File: src/rtl/core/iis_pkg.sv
// ----------------------------------------------------------------------------
// iis_pkg
// Shared widths, register indexes and stage types of the integral image
// streamer.
// ----------------------------------------------------------------------------
`default_nettype none

package iis_pkg;

  localparam int MAX_WIDTH_DEF  = 1024;
  localparam int MAX_HEIGHT_DEF = 1024;

  localparam int PIX_W       = 8;
  localparam int PIX_SQ_W    = 2 * PIX_W;
  localparam int SUM_W       = 28;
  localparam int SQ_W        = 36;
  localparam int RSUM_W      = 18;
  localparam int RSQ_W       = 27;
  localparam int POS_W       = 10;
  localparam int CFG_W       = 11;
  localparam int CFG_INDEX_W = 1;
  localparam int SIZE_W      = 13;

  localparam logic [CFG_W-1:0] CFG_SIZE_RESET = 11'd1024;

  typedef enum logic [CFG_INDEX_W-1:0] {
    REG_IMAGE_WIDTH  = 1'b0,
    REG_IMAGE_HEIGHT = 1'b1
  } cfg_reg_t;

  typedef struct packed {
    logic [RSUM_W-1:0] rsum;
    logic [RSQ_W-1:0]  rsq;
    logic [POS_W-1:0]  column;
    logic [POS_W-1:0]  row;
    logic              last_of_frame;
    logic              top_row;
  } stage_t;

  // map 0 to 1 and anything above the limit to the limit
  function automatic logic [SIZE_W-1:0] clamp_size(input logic [CFG_W-1:0]  v,
                                                   input logic [SIZE_W-1:0] lim);
    logic [SIZE_W-1:0] ext;
    ext = SIZE_W'(v);
    if (ext == '0) begin
      return SIZE_W'(1);
    end else if (ext > lim) begin
      return lim;
    end
    return ext;
  endfunction

endpackage

`default_nettype wire

File: src/rtl/core/iis_scan.sv
// ----------------------------------------------------------------------------
// iis_scan
// Size registers, raster counters, running row sums and the read stage.
// ----------------------------------------------------------------------------
`default_nettype none

module iis_scan import iis_pkg::*; #(
  parameter int MAX_WIDTH  = MAX_WIDTH_DEF,
  parameter int MAX_HEIGHT = MAX_HEIGHT_DEF
) (
  input  wire logic                         clk,
  input  wire logic                         rst,
  input  wire logic                         cfg_write,
  input  wire logic [CFG_INDEX_W-1:0]       cfg_index,
  input  wire logic [CFG_W-1:0]             cfg_data,
  input  wire logic                         take,
  input  wire logic                         adv,
  input  wire logic [PIX_W-1:0]             pixel,
  output      logic [$clog2(MAX_WIDTH)-1:0] rd_addr,
  output      logic [$clog2(MAX_WIDTH)-1:0] s1_addr,
  output      logic                         s1_valid,
  output      stage_t                       s1
);

  localparam int AW = $clog2(MAX_WIDTH);
  localparam int RW = $clog2(MAX_HEIGHT);

  logic [CFG_W-1:0]  image_width;
  logic [CFG_W-1:0]  image_height;
  logic [AW-1:0]     col;
  logic [RW-1:0]     row;
  logic [RSUM_W-1:0] rsum;
  logic [RSQ_W-1:0]  rsq;

  logic [SIZE_W-1:0]   w_eff;
  logic [SIZE_W-1:0]   h_eff;
  logic                row_end;
  logic                frame_end;
  logic [PIX_SQ_W-1:0] pix_sq;
  logic [RSUM_W-1:0]   rsum_next;
  logic [RSQ_W-1:0]    rsq_next;

  always_comb begin
    w_eff     = clamp_size(image_width, SIZE_W'(MAX_WIDTH));
    h_eff     = clamp_size(image_height, SIZE_W'(MAX_HEIGHT));
    row_end   = (SIZE_W'(col) + SIZE_W'(1)) >= w_eff;
    frame_end = row_end && ((SIZE_W'(row) + SIZE_W'(1)) >= h_eff);
    pix_sq    = PIX_SQ_W'(pixel) * PIX_SQ_W'(pixel);
    rsum_next = rsum + RSUM_W'(pixel);
    rsq_next  = rsq + RSQ_W'(pix_sq);
    rd_addr   = col;
  end

  always_ff @(posedge clk) begin
    if (rst) begin
      image_width  <= CFG_SIZE_RESET;
      image_height <= CFG_SIZE_RESET;
    end else if (cfg_write) begin
      unique case (cfg_reg_t'(cfg_index))
        REG_IMAGE_WIDTH:  image_width  <= cfg_data;
        REG_IMAGE_HEIGHT: image_height <= cfg_data;
        default: ;
      endcase
    end
  end

  always_ff @(posedge clk) begin
    if (rst) begin
      col  <= '0;
      row  <= '0;
      rsum <= '0;
      rsq  <= '0;
    end else if (take) begin
      if (row_end) begin
        col  <= '0;
        rsum <= '0;
        rsq  <= '0;
        row  <= frame_end ? '0 : row + RW'(1);
      end else begin
        col  <= col + AW'(1);
        rsum <= rsum_next;
        rsq  <= rsq_next;
      end
    end
  end

  always_ff @(posedge clk) begin
    if (rst) begin
      s1_valid <= 1'b0;
    end else if (adv) begin
      s1_valid <= take;
    end
  end

  always_ff @(posedge clk) begin
    if (take) begin
      s1_addr          <= col;
      s1.rsum          <= rsum_next;
      s1.rsq           <= rsq_next;
      s1.column        <= POS_W'(col);
      s1.row           <= POS_W'(row);
      s1.last_of_frame <= frame_end;
      s1.top_row       <= (row == '0);
    end
  end

endmodule

`default_nettype wire

File: config.mk
export PLATFORM = sky130hd
export DESIGN_NAME = iis_scan
export DESIGN_NICKNAME = d
export VERILOG_FILES = /design/src/rtl/core/iis_pkg.sv /design/src/rtl/core/iis_scan.sv
export SDC_FILE = /design/constraint.sdc
export NUM_CORES = 1
export LEC_CHECK = 0
export ABC_AREA = 1
export ABC_CLOCK_PERIOD_IN_PS = 9750
export BUFFER_PORTS_ARGS = -buffer_cell sky130_fd_sc_hd__buf_2
export CORE_MARGIN = 10
export CORE_UTILIZATION = 55
export CTS_BUF_LIST = sky130_fd_sc_hd__clkbuf_4 sky130_fd_sc_hd__clkbuf_8
export DETAILED_ROUTE_END_ITERATION = 16
export PLACE_DENSITY = 0.8
export SETUP_SLACK_MARGIN = 0.02
export SYNTH_ARGS = -nofsm -noshare
export SYNTH_HDL_FRONTEND = slang
export SYNTH_SLANG_ARGS = --single-unit
export TNS_END_PERCENT = 100
File: constraint.sdc
create_clock -name clk -period 9.75 [get_ports clk]
set_clock_uncertainty 0.05 [all_clocks]
set_input_delay 1.95 -clock clk [delete_from_list [all_inputs] [get_ports clk]]
set_output_delay 1.95 -clock clk [all_outputs]
set_load 0.01 [all_outputs]
==> flow_metrics.tcl <==
set metrics [dict create \
    start_util 0.558 \
    hold_class "register to register" \
    fin_ws_ns 4.07 \
    grt_pass1_vias 8161 \
    area_delta_synth_final_pct 10.3 \
    worst_pin_slew_ns 0.842 \
    yosys.area.top_type "edfxtp_1" \
    die_height_um 155 \
    setup_viol 0 \
    critPathCaptureType "register" \
    worstReg2RegStart "rsq[6]" \
    synth_edf_count 67 \
    postRouteAntennaNets 0 \
    dominantRegCellSynth "dfxtp_1" \
    hold_viol_final 0 \
    wl_per_cell_um 14.7 \
    fin_crit_ns 5.68 \
    met2_length_um 11400 \
    setup_tns_ns 0 \
    htreeDepth 4 \
    dp_cells 1595 \
    avgSynthCellArea_um2 7.74 \
    yosysWarnings 0 \
    synth_area_um2 10000 \
    synth_cell_type_count 44 \
    io_buffers 112 \
    clk_latency_ns 0.47 \
    synth_nets 1433 \
    synth_top_cell_area_share 0.201 \
    cellPowerDensity_nw_per_um2 219 \
    yosys.cell_count.top_type "nand2_1" \
    cp-start-kind "input port" \
    ys_async_sr_fraction 0 \
    wl_met1_um 10500 \
    min_from "rsq[7]" \
    post-cts-setup-buffers 0 \
    gr-total-overflow 0 \
    firstDrtPassIters 6 \
    grt_usage 0.200 \
    synth-seq-cells 155 \
    ctsHoldBuffers 0 \
    hold_ws_ns 0.421 \
    path_max_fanout 10 \
    rsz0062_at_grt "no" \
    slew_headroom 0.439 \
    gp_congestion 0.939 \
    cts_sinks 155 \
    antenna_found_initial 0 \
    root_buffer "clkbuf_8" \
    viasPerCell 5.09 \
    finalMaxSlewViolations 0 \
    crit_type "input port to register" \
    place_ws_ns 3.61 \
    status "finished clean" \
    synthCells 1294 \
    required_ns 9.93 \
    cts_resized 0 \
    highest_layer "met4" \
    vdd_drop_max_uv 182 \
    drc 0 \
    fill_cells 1626 \
    ys_top_cells_by_area "edfxtp_1, dfxtp_1, nand2_1, ha_1, inv_1" \
    grt_max_degree 64 \
    r2r_cells 13 \
    dr_total_vias 8280 \
    ys_seq_area_frac 0.377 \
    crit_start "pixel[6]" \
    layoutNonFillerInstCount 1627 \
    hold_depth 2 \
    power_mw 2.42 \
    fmax_ghz 0.176 \
    clk_pin_slew_ns 0.08 \
    rows 49 \
    p_leak_nw 5.57 \
    arrival_ns 5.86 \
    maxCapViolations 0 \
    post-dp-hpwl_um 18100 \
    cts_made_buffers 17 \
    cts_tree "done" \
    layout-drive-gt1-share 0.120 \
    fin_nets 1524 \
    wl_um 23900 \
    dr_wl_met3_um 1560 \
    drtIter0Drc 571 \
    core_um2 18000 \
    num_io_pins 113 \
    dieArea_um2 24000 \
    insertedDiodeCount 0 \
    cts_max_path_buffers 2 \
    grt_pass1_wl_um 39300 \
    chipWidth_um 155 \
    synthTopCellsByCount "nand2_1, inv_1, nor2_1" \
    period_share 0.583 \
]
==> stage by stage <==
| step | util | instance area [um^2] |
|---|---|---|
| final | 0.615 | 11000 |
| after global routing | 0.615 | 11000 |
| after CTS | 0.615 | 11000 |
| after detailed placement | 0.594 | 10700 |
| after global placement | 0.594 | 10700 |
| after floorplan | - | 10000 |
==> state kept, by name (all words and copies together) (netlist names) <==
signal and count:
s1 67, rsq 27, rsum 18, image_height 11, image_width 11, rd_addr 10, row 10, s1_valid 1
==> final cells by class <==
class / count / area, um^2 / area share
sequential: 155 / 3770 / 0.342
tap: 229 / 287 / 0.0259
inverter: 213 / 800 / 0.0724
clock buffer: 19 / 255 / 0.0231
timing repair buffer: 115 / 586 / 0.0530
multi-input combinational: 883 / 5220 / 0.472
clock inverter: 13 / 129 / 0.0117
==> cells in the final DEF, fill, tap and decap left out, types with 3 or more instances in the layout <==
cell type  Yosys  final
nand2_1      375    375
inv_1        211    210
nor2_1       120    120
buf_2          7    111
dfxtp_1       88     88
a21oi_1       79     79
ha_1          76     76
edfxtp_1      67     67
nand3_1       52     52
fa_1          38     38
o21ai_0       36     36
xor2_1        26     26
clkbuf_8       0     18
nand4_1       14     14
and2_1        10     10
nor3_1         8      8
nand2_2        7      7
xnor2_1        7      7
inv_6          0      5
nand3b_1       4      4
buf_4         11      4
nor4_1         3      3
o21bai_1       3      3
clkinv_4       0      3
==> final timing paths <==
kind	endpoint	slack [ns]
min	rsq[7]	0.42
max	s1[45]	4.07
min reg2reg	rsq[7]	0.42
max reg2reg	s1[47]	5.64
==> cell families (layout without fill, tap and decap cells) <==
group / count (synthesis) / in the layout / share of synthesized area
AOI/OAI and AO/OA: 127 / 127 / 0.0663
xor gates and xnor gates: 34 / 34 / 0.0305
adders and majority gates: 114 / 114 / 0.171
buffers and inverters: 256 / 360 / 0.102
DFF: 155 / 155 / 0.377
muxes: 1 / 1 / 0.000999
and+or+nand+nor: 607 / 607 / 0.252
==> worst max-delay path: stages <==
cell and delay, ns:
buf_2 0.20, nand2_1 0.17, xor2_1 0.19, ha_1 0.18, o21bai_1 0.17, fa_1 0.49
fa_1 0.55, inv_1 0.06, fa_1 0.53, inv_1 0.04, ha_1 0.36, nand2_1 0.17
inv_1 0.07, a21oi_1 0.18, nand2_1 0.12, nand2_2 0.10, nand2_2 0.07, nand2_1 0.07
nand2_1 0.05, and2_1 0.13
==> report_power, final <==
group	total, mW	switching (mW)	leakage (nW)	internal [mW]
Combinational	1.11	0.725	3.98	0.381
Clock	0.480	0.263	0.197	0.217
Sequential	0.838	0.0395	1.40	0.799
==> per-layer routing <==
metal,track usage,up-vias
li1,-,4224
met1,0.244,3809
met2,0.340,217
met3,0.0518,30
met4,0.0585,0
met5,0,-
Note: power is estimated with default switching activity, not from simulation.
