===== src/rtl/core/iis_pkg.sv =====
// ----------------------------------------------------------------------------
// iis_pkg
// Shared widths, register indexes and stage types of the integral image
// streamer.
// ----------------------------------------------------------------------------
`default_nettype none

package iis_pkg;

  localparam int MAX_WIDTH_DEF  = 1024;
  localparam int MAX_HEIGHT_DEF = 1024;

  localparam int PIX_W       = 8;
  localparam int PIX_SQ_W    = 2 * PIX_W;
  localparam int SUM_W       = 28;
  localparam int SQ_W        = 36;
  localparam int RSUM_W      = 18;
  localparam int RSQ_W       = 27;
  localparam int POS_W       = 10;
  localparam int CFG_W       = 11;
  localparam int CFG_INDEX_W = 1;
  localparam int SIZE_W      = 13;

  localparam logic [CFG_W-1:0] CFG_SIZE_RESET = 11'd1024;

  typedef enum logic [CFG_INDEX_W-1:0] {
    REG_IMAGE_WIDTH  = 1'b0,
    REG_IMAGE_HEIGHT = 1'b1
  } cfg_reg_t;

  typedef struct packed {
    logic [RSUM_W-1:0] rsum;
    logic [RSQ_W-1:0]  rsq;
    logic [POS_W-1:0]  column;
    logic [POS_W-1:0]  row;
    logic              last_of_frame;
    logic              top_row;
  } stage_t;

  // map 0 to 1 and anything above the limit to the limit
  function automatic logic [SIZE_W-1:0] clamp_size(input logic [CFG_W-1:0]  v,
                                                   input logic [SIZE_W-1:0] lim);
    logic [SIZE_W-1:0] ext;
    ext = SIZE_W'(v);
    if (ext == '0) begin
      return SIZE_W'(1);
    end else if (ext > lim) begin
      return lim;
    end
    return ext;
  endfunction

endpackage

`default_nettype wire


===== src/rtl/core/iis_if.sv =====
// ----------------------------------------------------------------------------
// iis_if
// Valid/ready channels for pixel items and result items.
// ----------------------------------------------------------------------------
`default_nettype none


interface iis_result_if;
  import iis_pkg::*;
  logic             valid;
  logic             ready;
  logic [SUM_W-1:0] area_sum;
  logic [SQ_W-1:0]  area_sum_sq;
  logic [POS_W-1:0] column;
  logic [POS_W-1:0] row;
  logic             last_of_frame;

  modport source (output valid, output area_sum, output area_sum_sq, output column,
                  output row, output last_of_frame, input ready);
  modport sink   (input valid, input area_sum, input area_sum_sq, input column,
                  input row, input last_of_frame, output ready);
endinterface

`default_nettype wire


===== src/rtl/core/iis_merge.sv =====
// ----------------------------------------------------------------------------
// iis_merge
// Adds the line store entry to the row sums, writes it back, forwards it to
// a read of the same entry and holds the result item.
// ----------------------------------------------------------------------------
`default_nettype none

module iis_merge import iis_pkg::*; #(
  parameter int MAX_WIDTH = MAX_WIDTH_DEF
) (
  input  wire logic                         clk,
  input  wire logic                         rst,
  input  wire logic                         take,
  input  wire logic [$clog2(MAX_WIDTH)-1:0] rd_addr,
  input  wire logic [$clog2(MAX_WIDTH)-1:0] s1_addr,
  input  wire logic                         s1_valid,
  input  wire stage_t                       s1,
  input  wire logic [SUM_W-1:0]             rd_sum,
  input  wire logic [SQ_W-1:0]              rd_sq,
  output      logic                         adv,
  output      logic                         wr_en,
  output      logic [$clog2(MAX_WIDTH)-1:0] wr_addr,
  output      logic [SUM_W-1:0]             wr_sum,
  output      logic [SQ_W-1:0]              wr_sq,
  iis_result_if.source                      result_out
);

  logic             fwd_hit;
  logic [SUM_W-1:0] fwd_sum;
  logic [SQ_W-1:0]  fwd_sq;
  logic             out_valid;
  logic [SUM_W-1:0] out_sum;
  logic [SQ_W-1:0]  out_sq;
  logic [POS_W-1:0] out_column;
  logic [POS_W-1:0] out_row;
  logic             out_last;

  logic [SUM_W-1:0] above_sum;
  logic [SQ_W-1:0]  above_sq;

  always_comb begin
    if (s1.top_row) begin
      above_sum = '0;
      above_sq  = '0;
    end else if (fwd_hit) begin
      above_sum = fwd_sum;
      above_sq  = fwd_sq;
    end else begin
      above_sum = rd_sum;
      above_sq  = rd_sq;
    end
    adv     = !out_valid || result_out.ready;
    wr_en   = s1_valid && adv;
    wr_addr = s1_addr;
    wr_sum  = SUM_W'(s1.rsum) + above_sum;
    wr_sq   = SQ_W'(s1.rsq) + above_sq;
  end

  // bypass a write that lands on the entry being read in the same cycle
  always_ff @(posedge clk) begin
    if (rst) begin
      fwd_hit <= 1'b0;
    end else if (take) begin
      fwd_hit <= wr_en && (wr_addr == rd_addr);
    end
  end

  always_ff @(posedge clk) begin
    if (take) begin
      fwd_sum <= wr_sum;
      fwd_sq  <= wr_sq;
    end
  end

  always_ff @(posedge clk) begin
    if (rst) begin
      out_valid <= 1'b0;
    end else if (adv) begin
      out_valid <= s1_valid;
    end
  end

  always_ff @(posedge clk) begin
    if (wr_en) begin
      out_sum    <= wr_sum;
      out_sq     <= wr_sq;
      out_column <= s1.column;
      out_row    <= s1.row;
      out_last   <= s1.last_of_frame;
    end
  end

  assign result_out.valid         = out_valid;
  assign result_out.area_sum      = out_sum;
  assign result_out.area_sum_sq   = out_sq;
  assign result_out.column        = out_column;
  assign result_out.row           = out_row;
  assign result_out.last_of_frame = out_last;

endmodule

`default_nettype wire


===== src/flat_wrapper.sv =====
// flat-port wrapper written by rule: the top's interface ports become plain ports
module iis_merge_flat import iis_pkg::*;
#(
  parameter int MAX_WIDTH = MAX_WIDTH_DEF
)
  (clk, rst, take, rd_addr, s1_addr, s1_valid, s1, rd_sum, rd_sq, adv, wr_en, wr_addr, wr_sum, wr_sq, result_out_valid, result_out_area_sum, result_out_area_sum_sq, result_out_column, result_out_row, result_out_last_of_frame, result_out_ready);
  iis_result_if result_out_i ();
  input  wire logic clk;
  input  wire logic rst;
  input  wire logic take;
  input  wire logic [$clog2(MAX_WIDTH)-1:0] rd_addr;
  input  wire logic [$clog2(MAX_WIDTH)-1:0] s1_addr;
  input  wire logic s1_valid;
  input  wire stage_t s1;
  input  wire logic [SUM_W-1:0] rd_sum;
  input  wire logic [SQ_W-1:0] rd_sq;
  output      logic adv;
  output      logic wr_en;
  output      logic [$clog2(MAX_WIDTH)-1:0] wr_addr;
  output      logic [SUM_W-1:0] wr_sum;
  output      logic [SQ_W-1:0] wr_sq;
  output wire logic [$bits(result_out_i.valid)-1:0] result_out_valid;
  output wire logic [$bits(result_out_i.area_sum)-1:0] result_out_area_sum;
  output wire logic [$bits(result_out_i.area_sum_sq)-1:0] result_out_area_sum_sq;
  output wire logic [$bits(result_out_i.column)-1:0] result_out_column;
  output wire logic [$bits(result_out_i.row)-1:0] result_out_row;
  output wire logic [$bits(result_out_i.last_of_frame)-1:0] result_out_last_of_frame;
  input wire logic [$bits(result_out_i.ready)-1:0] result_out_ready;
  assign result_out_valid = result_out_i.valid;
  assign result_out_area_sum = result_out_i.area_sum;
  assign result_out_area_sum_sq = result_out_i.area_sum_sq;
  assign result_out_column = result_out_i.column;
  assign result_out_row = result_out_i.row;
  assign result_out_last_of_frame = result_out_i.last_of_frame;
  assign result_out_i.ready = result_out_ready;
  iis_merge #(.MAX_WIDTH(MAX_WIDTH)) u_core (.clk(clk), .rst(rst), .take(take), .rd_addr(rd_addr), .s1_addr(s1_addr), .s1_valid(s1_valid), .s1(s1), .rd_sum(rd_sum), .rd_sq(rd_sq), .adv(adv), .wr_en(wr_en), .wr_addr(wr_addr), .wr_sum(wr_sum), .wr_sq(wr_sq), .result_out(result_out_i));
endmodule

===== config.mk =====
export PLATFORM = sky130hd
export DESIGN_NAME = iis_merge_flat
export DESIGN_NICKNAME = d
export VERILOG_FILES = /design/src/rtl/core/iis_pkg.sv /design/src/rtl/core/iis_if.sv /design/src/rtl/core/iis_merge.sv /design/src/flat_wrapper.sv
export SDC_FILE = /design/constraint.sdc
export NUM_CORES = 1
export LEC_CHECK = 0
export BUFFER_PORTS_ARGS = -buffer_cell sky130_fd_sc_hd__buf_2
export CAP_MARGIN = 20
export CORE_MARGIN = 3
export CORE_UTILIZATION = 50
export CTS_CLUSTER_SIZE = 24
export DETAILED_ROUTE_END_ITERATION = 8
export PLACE_DENSITY = 0.81
export SLEW_MARGIN = 10
export SYNTH_ARGS = -nofsm -noshare
export SYNTH_HDL_FRONTEND = slang
export SYNTH_SLANG_ARGS = --single-unit

===== constraint.sdc =====
create_clock -name clk -period 5.47 [get_ports clk]
set_input_delay 0.2735 -clock clk [delete_from_list [all_inputs] [get_ports clk]]
set_output_delay 0.2735 -clock clk [all_outputs]
set_load 0.01 [all_outputs]

==> results.yml <==
route:
  drt_wl_total_mm: 22.25
  drc_errors: 0
  antenna_violating_nets_post_route: 0
  initialDrtViolationCount: 461
  vias: 6785
  wl_per_cell_um: 17.60
  vias_per_cell: 5.368
  dr.pass1.iters: 5
synthesis:
  synth-edff-count: 149
  postSynthAreaPerCell_sq_um: 11.70
  synth_ff_type: "sky130_fd_sc_hd__edfxtp_1"
  synth_top_cell_area_share: 0.5326
  top_cells_by_area_synth: "sky130_fd_sc_hd__edfxtp_1 53%, sky130_fd_sc_hd__mux2i_1 7.4%, sky130_fd_sc_hd__ha_1 6.7%, sky130_fd_sc_hd__xnor2_1 4.4%, sky130_fd_sc_hd__nor2_1 4.2%"
  synth_nets: 921
  yosys_register_bits: 151
  synthTopCellsByCount: "149 x sky130_fd_sc_hd__edfxtp_1, 93 x sky130_fd_sc_hd__nor2_1, 62 x sky130_fd_sc_hd__mux2i_1, 58 x sky130_fd_sc_hd__a21oi_1, 45 x sky130_fd_sc_hd__ha_1"
  synthesis.yosys.warnings: 0
  synthesis.area_sq_mm: 0.008401
  netlist-cell-type-count: 61
  synth_sequential_area_ratio: 0.5374
  ys_async_rst_share: 0
  yosys.cell_count.top_type: "sky130_fd_sc_hd__edfxtp_1"
  postSynthCellCount: 718
  yosysTopAreaCell: "sky130_fd_sc_hd__edfxtp_1"
sta:
  timing_max_transition_violations_final: 0
  fmaxAchievable_mhz: 219.4
  slew-limit-headroom: 0.4653
  fin_setup_tns_ps: 0
  tightestPinTransition_ps: 802.0
  timing_hold_violations_final: 0
  post_layout_min_period_ps: 4559
  final_min_period_over_clock_period: 0.8334
  setup_viol_count_final: 0
  final.setup_skew_ps: 7.678
  rsz0062_at_grt: "false"
finish:
  final_nets: 1238
  share_of_layout_cells_above_drive_strength_1: 0.3578
  multi_input_comb_area_sq_mm: 0.003650
  area_growth_pct: 28.78
  regArea_sq_mm: 0.004518
  diodes: 0
  final.fill_count: 1220
  layout.cell_area.non_filler_sq_mm: 0.01082
global_routing:
  antenna_violations_before_repair: 1
  grt_max_degree: 52
  vias_in_the_first_global_route: 6753
  globalRouteTotalUtil: 0.2394
  grt_remaining_overflow: 0
  wire_length_of_the_first_global_routing_pass_mm: 34.40
floorplanning:
  top_level_ports: 318
  start_util: 0.5194
  dieWidth_um: 135.6
  std_cell_rows: 46
  die-height_um: 135.6
  fp.coreArea_sq_mm: 0.01617
  die-area_sq_mm: 0.01839
worst_setup_path:
  cp_data_arrival_time_ps: 4290
  r2r-end: "u_core.fwd_sq[20]"
  worstRegToRegCells: 11
  worst-r2r-setup-slack_ps: 1610
  worst_r2r_startpoint: "u_core.fwd_hit"
  setup.worst_path.class: "flop to output port"
  crit_path_start_kind: "flop"
  worst_setup_path_end_kind: "output port"
  path_max_fanout: 31
  crit_required_ps: 5200
status:
  run_status: "complete, no violations"
hold_path:
  worstHoldPathType: "input pin to flop"
  worst_hold_path.endpoint: "u_core.result_out.row[7]"
  min_path_cells: 1
  timing.hold.worst.start: "s1[9]"
clock_tree:
  clock_insertion_delay_worst_skew_ps: 430
  cts_tree: "built"
  cts.sinks: 151
  clk_path_buf_depth: 2
  cts_inserted_buffers: 17
  clkTransAtPathRegs_ps: 70
  ctsRootBufferMaster: "sky130_fd_sc_hd__clkbuf_16"
  ctsHtreeMaxLevel: 4
  cts_setup_buffers: 0
placement:
  io_buf_count: 317
  post_dp_cell_area_sq_mm: 0.01013
  dp_hpwl_mm: 16.98
  gp_congestion: 0.8997
job:
  drv_cap: 0
power:
  leakage_nw: 4.553
  power-per-cell-area_mw_per_mm2: 307.8
  vdd_ir_drop_max_mv: 0.2140
[worst max-delay path, cell delays in order, from the launching register on]
cell	delay, ps
sky130_fd_sc_hd__dfxtp_4	710
sky130_fd_sc_hd__buf_4	530
sky130_fd_sc_hd__mux2i_1	250
sky130_fd_sc_hd__nor2_1	60
sky130_fd_sc_hd__ha_1	370
sky130_fd_sc_hd__nand3_1	140
sky130_fd_sc_hd__nor3_1	50
sky130_fd_sc_hd__a211oi_1	440
sky130_fd_sc_hd__o21ai_1	210
sky130_fd_sc_hd__a211oi_1	430
sky130_fd_sc_hd__o21ai_0	190
sky130_fd_sc_hd__xor2_1	280
sky130_fd_sc_hd__buf_2	190
[layout by cell type (no fill, tap or decap), types with 9 or more instances in the layout]
cell type	instances
sky130_fd_sc_hd__buf_2	316
sky130_fd_sc_hd__clkbuf_16	17
sky130_fd_sc_hd__o21ai_0	27
sky130_fd_sc_hd__inv_1	14
sky130_fd_sc_hd__a21o_1	9
sky130_fd_sc_hd__nor2_1	93
sky130_fd_sc_hd__edfxtp_1	149
sky130_fd_sc_hd__nand4_1	10
sky130_fd_sc_hd__nand2_1	42
sky130_fd_sc_hd__nand3_1	15
sky130_fd_sc_hd__xor2_1	23
sky130_fd_sc_hd__a21oi_1	58
sky130_fd_sc_hd__mux2i_1	62
sky130_fd_sc_hd__xnor2_1	42
sky130_fd_sc_hd__ha_1	45
[sequential cells by signal (all words and copies together) (netlist names)]
signal / flops
u_core.fwd_sq: 36
u_core.result_out.area_sum_sq: 36
u_core.fwd_sum: 28
u_core.result_out.area_sum: 28
u_core.result_out.column: 10
u_core.result_out.row: 10
u_core.fwd_hit: 1
u_core.result_out.last_of_frame: 1
u_core.result_out.valid: 1
[report_power, final]
part	internal [mW]	switching (mW)	total [mW]
logic	0.269	0.403	0.672
registers	1.44	0.0311	1.47
clock network	0.655	0.535	1.19
[how the worst max path moves through the flow]
stage                   start        end  slack, ps  depth (start not counted)
2_1_floorplan  u_core.fwd_hit  wr_sq[20]       1460                         16
4_1_cts        u_core.fwd_hit  wr_sq[20]        910                         12
3_3_place_gp   u_core.fwd_hit  wr_sq[20]       1490                         12
6_report       u_core.fwd_hit  wr_sq[20]        910                         12
3_5_place_dp   u_core.fwd_hit  wr_sq[31]       1410                         12
5_1_grt        u_core.fwd_hit  wr_sq[20]        610                         12
[per-layer routing]
metal | up-vias | part of all wire | global-route usage
met2 | 285 | 0.50 | 0.4110
met5 | - | 0.00031 | 0
li1 | 3309 | - | -
met3 | 40 | 0.070 | 0.05275
met1 | 3149 | 0.41 | 0.3035
met4 | 2 | 0.017 | 0.07447
[kinds of logic after synthesis]
group	Yosys count	synth area share
compound gates	146	0.1096
xor+xnor	65	0.06777
fa+ha+maj	47	0.07179
buf+inv	48	0.02845
flops	151	0.5374
mux	64	0.07656
simple gates	197	0.1084
[stage by stage]
step	util	setup slack [ps]	instances	power (mW)	hold slack [ps]
after floorplan	-	1456	718	1.873	342.6
after global placement	0.6265	1491	1224	2.139	450.2
after detailed placement	0.6265	1408	1224	2.158	451.6
after CTS	0.6670	914.2	1261	3.348	0.5276
after global routing	0.6689	606.6	1264	3.477	1.819
final	0.6689	911.2	1264	3.330	13.07
[final cells by class]
cell class                      instances  area share
Clock inverter                         15     0.01666
Timing Repair Buffer                  332      0.1591
Clock buffer                           17     0.03932
Inverter                               14    0.004858
Multi-Input combinational cell        519      0.3374
Sequential cell                       151      0.4176
Tap cell                              216     0.02498
[timing repair]
item / 4_1_cts / 5_1_grt
hold buffers: 5 / 3
endpoints found under the hold margin: 5 / 3
gates resized for setup: 0 / 0
endpoints found under the setup margin: 0 / 0
Note: power is estimated with default switching activity, not from simulation.
